## src/hw/rtl/tabt_pkg.sv

```systemverilog
// shared types and constants for the timed address block table
package tabt_pkg;

    localparam int unsigned TABLE_ENTRIES = 16;
    localparam int unsigned ADDR_W        = 64;
    localparam int unsigned SECS_W        = 22;
    localparam int unsigned TIME_W        = 31;
    localparam int unsigned SLOT_W        = 4;
    localparam int unsigned MS_W          = 10;
    localparam int unsigned PROD_W        = SECS_W + MS_W;

    localparam logic [MS_W-1:0]   MS_PER_SECOND = MS_W'(1000);
    localparam logic [TIME_W-1:0] TIME_MAX      = {TIME_W{1'b1}};

    localparam logic OP_BAN   = 1'b0;
    localparam logic OP_QUERY = 1'b1;

    typedef enum logic [1:0] {
        S_IDLE,
        S_SCAN,
        S_LAST,
        S_WRITE
    } t_state;

    typedef struct packed {
        logic              addr_type;
        logic [ADDR_W-1:0] addr_hi;
        logic [ADDR_W-1:0] addr_lo;
    } t_entry;

endpackage

```

## src/hw/rtl/tabt_store.sv

```systemverilog
// entry and expiry memories with per-entry valid bits
module tabt_store #(
    parameter int unsigned TABLE_ENTRIES = tabt_pkg::TABLE_ENTRIES,
    parameter int unsigned IDX_W         = $clog2(TABLE_ENTRIES)
) (
    input  logic                          i_clk,
    input  logic                          i_rst_n,
    input  logic                          i_rd_en,
    input  logic [IDX_W-1:0]              i_rd_idx,
    output tabt_pkg::t_entry              o_rd_entry,
    output logic [tabt_pkg::TIME_W-1:0]   o_rd_expiry,
    input  logic                          i_wr_en,
    input  logic [IDX_W-1:0]              i_wr_idx,
    input  tabt_pkg::t_entry              i_wr_entry,
    input  logic [tabt_pkg::TIME_W-1:0]   i_wr_expiry
);

    tabt_pkg::t_entry              mem_entry  [TABLE_ENTRIES];
    logic [tabt_pkg::TIME_W-1:0]   mem_expiry [TABLE_ENTRIES];
    logic [TABLE_ENTRIES-1:0]      r_valid;

    tabt_pkg::t_entry              r_rd_entry;
    logic [tabt_pkg::TIME_W-1:0]   r_rd_expiry;
    logic                          r_rd_valid;

    always_ff @(posedge i_clk) begin
        if (i_wr_en) begin
            mem_entry[i_wr_idx]  <= i_wr_entry;
            mem_expiry[i_wr_idx] <= i_wr_expiry;
        end
        if (i_rd_en) begin
            r_rd_entry  <= mem_entry[i_rd_idx];
            r_rd_expiry <= mem_expiry[i_rd_idx];
        end
    end

    always_ff @(posedge i_clk) begin
        if (!i_rst_n) begin
            r_valid    <= '0;
            r_rd_valid <= 1'b0;
        end else begin
            if (i_wr_en) begin
                r_valid[i_wr_idx] <= 1'b1;
            end
            if (i_rd_en) begin
                r_rd_valid <= r_valid[i_rd_idx];
            end
        end
    end

    // an entry never written reads as expired
    assign o_rd_entry  = r_rd_entry;
    assign o_rd_expiry = r_rd_valid ? r_rd_expiry : '0;

endmodule

```

## src/hw/rtl/timed_address_block_table_unit.sv

```systemverilog
// timed address block table: scan sequencer and result register
// a new word is accepted only in S_IDLE, once the previous one has finished; the scan is set by the
//   single read port of the table memory, one entry per cycle
// a held result stalls S_WRITE, and so also the next accept
// reset: synchronous active low; valid bits cleared at once, no clearing pass
module timed_address_block_table_unit #(
    parameter int unsigned TABLE_ENTRIES = tabt_pkg::TABLE_ENTRIES
) (
    input  logic                               i_clk,
    input  logic                               i_rst_n,
    input  logic                               i_in_valid,
    output logic                               o_in_ready,
    input  logic                               i_operation,
    input  logic                               i_addr_type,
    input  logic [tabt_pkg::ADDR_W-1:0]        i_addr_hi,
    input  logic [tabt_pkg::ADDR_W-1:0]        i_addr_lo,
    input  logic [tabt_pkg::SECS_W-1:0]        i_ban_seconds,
    input  logic [tabt_pkg::TIME_W-1:0]        i_now_ms,
    output logic                               o_out_valid,
    input  logic                               i_out_ready,
    output logic                               o_is_banned,
    output logic [tabt_pkg::SLOT_W-1:0]        o_slot_written,
    output logic                               o_evicted_live
);

    localparam int unsigned IDX_W = $clog2(TABLE_ENTRIES);
    localparam logic [IDX_W-1:0] LAST_IDX = IDX_W'(TABLE_ENTRIES - 1);

    tabt_pkg::t_state r_state, n_state;

    logic                              r_op;
    tabt_pkg::t_entry                  r_key;
    logic [tabt_pkg::TIME_W-1:0]       r_now;
    logic [tabt_pkg::PROD_W-1:0]       r_prod;
    logic [tabt_pkg::TIME_W-1:0]       r_expiry;

    logic [IDX_W-1:0]                  r_cnt;
    logic                              r_pend;
    logic [IDX_W-1:0]                  r_pidx;
    logic                              r_match;
    logic                              r_found;
    logic [IDX_W-1:0]                  r_slot;
    logic [IDX_W-1:0]                  r_old_idx;
    logic [tabt_pkg::TIME_W-1:0]       r_old_exp;

    logic                              r_out_valid;
    logic                              r_out_banned;
    logic [tabt_pkg::SLOT_W-1:0]       r_out_slot;
    logic                              r_out_evicted;

    logic                              accept;
    logic                              out_free;
    logic                              rd_en;
    logic                              finish;
    logic                              wr_en;
    logic [IDX_W-1:0]                  wr_idx;

    tabt_pkg::t_entry                  rd_entry;
    logic [tabt_pkg::TIME_W-1:0]       rd_expiry;
    logic                              rd_free;
    logic                              rd_live_hit;
    logic [tabt_pkg::PROD_W:0]         exp_sum;
    logic [tabt_pkg::TIME_W-1:0]       exp_sat;

    tabt_store #(
        .TABLE_ENTRIES (TABLE_ENTRIES),
        .IDX_W         (IDX_W)
    ) u_store (
        .i_clk       (i_clk),
        .i_rst_n     (i_rst_n),
        .i_rd_en     (rd_en),
        .i_rd_idx    (r_cnt),
        .o_rd_entry  (rd_entry),
        .o_rd_expiry (rd_expiry),
        .i_wr_en     (wr_en),
        .i_wr_idx    (wr_idx),
        .i_wr_entry  (r_key),
        .i_wr_expiry (r_expiry)
    );

    assign accept   = i_in_valid && o_in_ready;
    assign out_free = !r_out_valid || i_out_ready;
    assign wr_idx   = r_found ? r_slot : r_old_idx;

    assign rd_free     = (rd_expiry == '0) || (rd_expiry < r_now);
    assign rd_live_hit = (rd_expiry != '0) && (rd_expiry > r_now) && (rd_entry == r_key);

    assign exp_sum = (tabt_pkg::PROD_W + 1)'(r_now) + (tabt_pkg::PROD_W + 1)'(r_prod);
    assign exp_sat = (exp_sum > (tabt_pkg::PROD_W + 1)'(tabt_pkg::TIME_MAX))
                   ? tabt_pkg::TIME_MAX : exp_sum[tabt_pkg::TIME_W-1:0];

    // next state
    always_comb begin
        n_state = r_state;
        case (r_state)
            tabt_pkg::S_IDLE: begin
                if (i_in_valid) begin
                    n_state = tabt_pkg::S_SCAN;
                end
            end
            tabt_pkg::S_SCAN: begin
                if (r_cnt == LAST_IDX) begin
                    n_state = tabt_pkg::S_LAST;
                end
            end
            tabt_pkg::S_LAST: begin
                n_state = tabt_pkg::S_WRITE;
            end
            tabt_pkg::S_WRITE: begin
                if (out_free) begin
                    n_state = tabt_pkg::S_IDLE;
                end
            end
            default: begin
                n_state = tabt_pkg::S_IDLE;
            end
        endcase
    end

    // state outputs
    always_comb begin
        o_in_ready = 1'b0;
        rd_en      = 1'b0;
        finish     = 1'b0;
        case (r_state)
            tabt_pkg::S_IDLE:  o_in_ready = 1'b1;
            tabt_pkg::S_SCAN:  rd_en      = 1'b1;
            tabt_pkg::S_LAST:  rd_en      = 1'b0;
            tabt_pkg::S_WRITE: finish     = out_free;
            default:           o_in_ready = 1'b0;
        endcase
    end

    assign wr_en = finish && (r_op == tabt_pkg::OP_BAN);

    always_ff @(posedge i_clk) begin
        if (!i_rst_n) begin
            r_state     <= tabt_pkg::S_IDLE;
            r_cnt       <= '0;
            r_pend      <= 1'b0;
            r_out_valid <= 1'b0;
        end else begin
            r_state <= n_state;
            if (accept) begin
                r_cnt <= '0;
            end else if (rd_en) begin
                r_cnt <= r_cnt + 1'b1;
            end
            r_pend <= rd_en;
            if (finish) begin
                r_out_valid <= 1'b1;
            end else if (i_out_ready) begin
                r_out_valid <= 1'b0;
            end
        end
    end

    // item fields and scan bookkeeping
    always_ff @(posedge i_clk) begin
        if (accept) begin
            r_op      <= i_operation;
            r_key     <= '{addr_type: i_addr_type, addr_hi: i_addr_hi, addr_lo: i_addr_lo};
            r_now     <= i_now_ms;
            r_prod    <= tabt_pkg::PROD_W'(i_ban_seconds) *
                         tabt_pkg::PROD_W'(tabt_pkg::MS_PER_SECOND);
            r_match   <= 1'b0;
            r_found   <= 1'b0;
            r_slot    <= '0;
            r_old_idx <= '0;
            r_old_exp <= '0;
        end else begin
            if (r_state == tabt_pkg::S_SCAN) begin
                r_expiry <= exp_sat;
            end
            if (r_pend) begin
                if (rd_live_hit) begin
                    r_match <= 1'b1;
                end
                if (!r_found) begin
                    if (rd_free) begin
                        r_found <= 1'b1;
                        r_slot  <= r_pidx;
                    end else if ((r_pidx == '0) || (rd_expiry < r_old_exp)) begin
                        r_old_idx <= r_pidx;
                        r_old_exp <= rd_expiry;
                    end
                end
            end
        end
        r_pidx <= r_cnt;
    end

    // result word
    always_ff @(posedge i_clk) begin
        if (finish) begin
            if (r_op == tabt_pkg::OP_QUERY) begin
                r_out_banned  <= r_match;
                r_out_slot    <= '0;
                r_out_evicted <= 1'b0;
            end else begin
                r_out_banned  <= 1'b0;
                r_out_slot    <= tabt_pkg::SLOT_W'(wr_idx);
                r_out_evicted <= !r_found;
            end
        end
    end

    assign o_out_valid    = r_out_valid;
    assign o_is_banned    = r_out_banned;
    assign o_slot_written = r_out_slot;
    assign o_evicted_live = r_out_evicted;

`ifndef SYNTHESIS
    a_last_has_data: assert property (@(posedge i_clk) disable iff (!i_rst_n)
        (r_state == tabt_pkg::S_LAST) |-> r_pend)
        else $error("final table entry not in flight");

    a_write_only_ban: assert property (@(posedge i_clk) disable iff (!i_rst_n)
        wr_en |-> (r_state == tabt_pkg::S_WRITE) && (r_op == tabt_pkg::OP_BAN))
        else $error("table written outside a ban");

    a_query_word: assert property (@(posedge i_clk) disable iff (!i_rst_n)
        (o_out_valid && o_is_banned) |-> (o_slot_written == '0) && !o_evicted_live)
        else $error("query word carries ban fields");

    a_scan_start: assert property (@(posedge i_clk) disable iff (!i_rst_n)
        accept |=> (r_state == tabt_pkg::S_SCAN) && (r_cnt == '0))
        else $error("scan did not start at entry zero");
`endif

endmodule
```

## config.mk

```make
export PLATFORM = sky130hd
export DESIGN_NAME = timed_address_block_table_unit
export DESIGN_NICKNAME = d
export VERILOG_FILES = /design/src/hw/rtl/tabt_pkg.sv /design/src/hw/rtl/tabt_store.sv /design/src/hw/rtl/timed_address_block_table_unit.sv
export SDC_FILE = /design/constraint.sdc
export NUM_CORES = 2
export LEC_CHECK = 0
export BUFFER_PORTS_ARGS = -buffer_cell sky130_fd_sc_hd__buf_2
export CAP_MARGIN = 20
export CELL_PAD_IN_SITES_DETAIL_PLACEMENT = 1
export CELL_PAD_IN_SITES_GLOBAL_PLACEMENT = 2
export CORE_AREA = 2 2 707 569
export CTS_CLUSTER_DIAMETER = 100
export DETAILED_ROUTE_END_ITERATION = 10
export DIE_AREA = 0 0 709 571
export PLACE_DENSITY_LB_ADDON = 0.1
export SLEW_MARGIN = 15
export SYNTH_ARGS = -nofsm -noshare
export SYNTH_HDL_FRONTEND = slang
export SYNTH_SLANG_ARGS = --single-unit
```

## constraint.sdc

```tcl
create_clock -name i_clk -period 8.15 [get_ports i_clk]
set_input_delay 0 -clock i_clk [delete_from_list [all_inputs] [get_ports i_clk]]
set_output_delay 0 -clock i_clk [all_outputs]
set_load 0.1 [all_outputs]
```

==> reports/results.ini <==
[status]
status = finished clean

[placed_design]
globalplace.congestion = 0.713
port_buffers = 194
place_hpwl_um = 200000
placed_cells = 10855
placed_area_mm2 = 0.127

[global_routing]
grt_pass1_vias = 61735
grt_max_degree = 115
antenna_found_initial = 37
grt_pass1_wl_um = 501000
grtUsageTotal_pct = 17.5
grt_overflow = 0

[cts]
clockBufferDepth = 4
clk_pin_slew_ns = 0.06
clk-insertion-delay-late_ns = 0.94
cts_tree = yes
cts_root_buffer = clkbuf_16
postCtsSetupBuffers = 0
clock_sinks = 3017
numCtsBuffers = 334
htreeDepth = 5

[yosys]
synth_cell_types = 78
synth_edf_count = 2947
yosysTopAreaCell = edfxtp_1
syn_area_mm2 = 0.119
yosysSeqAreaShare_pct = 75.6
synth.avg_cell_area_um2 = 22.1
ys_async_sr_fraction_pct = 0
synth_top_area_share_pct = 74.4
ys.flop_type = edfxtp_1
synthesis.nets = 5814
synthTopCellsByCount = edfxtp_1, mux4_2, inv_1, ha_1, clkbuf_1
synth.area.top_cells = edfxtp_1, mux4_2, ha_1
netlist_instances = 5389
post-synth-top-count-cell = edfxtp_1
synth-seq-cells = 3017
synth_warnings = 0

[floorplanning]
dieArea_mm2 = 0.405
die_width_um = 709
io_pins = 195
row_count = 208
die_h_um = 571
core_area_mm2 = 0.398
floorplan.initialDensity_pct = 29.9

[finish]
final_nets = 6602
stdcell_area_mm2 = 0.141
synthToLayoutAreaGrowth_pct = 18.6
drive_above_1_share_pct = 25.2
instances_no_fill = 11803

[sta]
period_minus_slack_ns = 4.78
final.setup_skew_ns = 0.0278
tightest_slew_ns = 1.18
fmax_mhz = 209
min_period_over_period_pct = 58.7
report.final.slew_viol_count = 0
relSlewSlack_pct = 21.4
hold_viol = 0
rsz0062_at_grt = no
setup_viol = 0

[critical_path]
r2r_slack_ns = 3.56
crit_path_max_incr_delay_ns = 0.59
cp_common_cell = fa_1
cp-end-kind = flip-flop
required_ns = 8.81
crit_type = primary input to flip-flop
slowest_stage = nor3_1
worstPathArrival_ns = 5.44
startpoint_type = primary input
crit_fanout = 5
path_cells = dlygate4sd3_1, buf_2, fa_1, inv_1, fa_1, fa_1, fa_1, inv_1, ha_1, o21ai_0, nor2_1, o31ai_1, a211oi_1, nor3_1, o31a_1, o311ai_0

[power_and_ir_drop]
ir_drop_v = 0.000186
leakage_nw = 44.2
powerDensity_mw_per_mm2 = 303

[flow_run]
maxCapViolations = 0

[min_path]
min_path_type = primary input to flip-flop

[drt]
drtPass1Iterations = 5
post-route-drc-count = 0
vias = 57548
antenna_left = 0
viasPerCell = 4.88
dr.first_iter.drc_count = 4976
wire_per_inst_um = 30.3
routed_wl_um = 357000

[cell families after synthesis]
group           after synthesis  share of synthesized area, %
buf+inv                     471                          1.59
simple gates                389                          1.57
compound gates              319                          1.85
xor+xnor                    105                         0.773
flops                      3017                          75.6
fa+ha+maj                   238                          3.00
mux                         850                          15.6
[critical path, delay by kind of cell]
| family | cells | cell delay (ns) |
|---|---|---|
| adders and majority gates | 5 | 2.39 |
| AOI/OAI and AO/OA | 5 | 1.54 |
| buffers and inverters | 4 | 0.80 |
| and+or+nand+nor | 2 | 0.69 |
[power by group]
| group | internal, mW | switching, mW |
|---|---|---|
| registers | 19.0 | 1.35 |
| logic | 3.25 | 4.58 |
| clock network | 8.32 | 6.31 |
| total | 30.6 | 12.2 |
[timing repair]
item,4_1_cts,5_1_grt
resized for setup,0,0
hold endpoints to repair,246,0
endpoints found under the setup margin,0,0
hold buffers,341,0
[stage by stage]
| stage | setup TNS [ns] | hold WS, ns | worst slack, ns | power [mW] | util, % |
|---|---|---|---|---|---|
| final | 0 | 0.0808 | 3.37 | 42.8 | 35.4 |
| after global routing | 0 | 0.0240 | 3.13 | 44.7 | 35.4 |
| after detailed placement | 0 | 0.179 | 3.04 | 28.6 | 32.0 |
| after floorplan | -1720.77 | 0.0989 | -0.687 | 25.3 | - |
| after global placement | 0 | 0.176 | 2.72 | 28.5 | 32.0 |
| after CTS | 0 | 0.00456 | 3.51 | 43.5 | 35.4 |
[layout make-up]
cell class                      count  area, um2
Clock inverter                    184       1430
Antenna cell                        4       10.0
Inverter                          260        983
Tap cell                         5355       6700
Sequential cell                  3017      89900
Multi-Input combinational cell   1901      27300
Fill cell                       38503     257000
Timing Repair Buffer              663       5830
Clock buffer                      419       8920
[final timing paths]
check / start / end / cells past startpoint
worst min register to register: r_old_exp[30]$_SDFFE_PP0P_ / r_old_exp[30]$_SDFFE_PP0P_ / 2
worst max-delay path: i_ban_seconds[0] / r_prod[30]$_DFFE_PP_ / 16
worst min-delay path: i_addr_lo[18] / r_key[18]$_DFFE_PP_ / 2
worst max register to register: u_store.r_rd_valid$_SDFFE_PN0P_ / r_old_exp[25]$_SDFFE_PP0P_ / 10
[cells in the final DEF (no fill, tap or decap), drive strengths merged, types with 36 or more instances in the layout]
cell and instances:
nand2 110, clkbuf 419, a21oi 58, dlygate4sd3 341
mux2i 43, mux4 805, edfxtp 2947, clkinv 145
o21ai 60, dfxtp 70, fa 79, xnor2 45
inv 274, buf 322, ha 159, and2 36
xor2 60, nor2 115
[flip-flops by register name, summed over array words and instances (netlist names), 29 cells and up]
signal               flops
r_expiry                31
r_key                  129
r_now                   31
r_old_exp               31
r_prod                  29
u_store.mem_entry     2064
u_store.mem_expiry     496
u_store.o_rd_entry     129
u_store.r_rd_expiry     31
[per-layer routing]
layer  part of all wire (%)  up-vias  global-route usage [%]
met2                     45     1190                    26.7
li1                       -    23983                       -
met1                     49    31970                    26.7
met4                    1.9        6                    3.55
met3                    4.4      399                    2.54
met5                 0.0090        -                       0
Note: power is estimated with default switching activity, not from simulation.
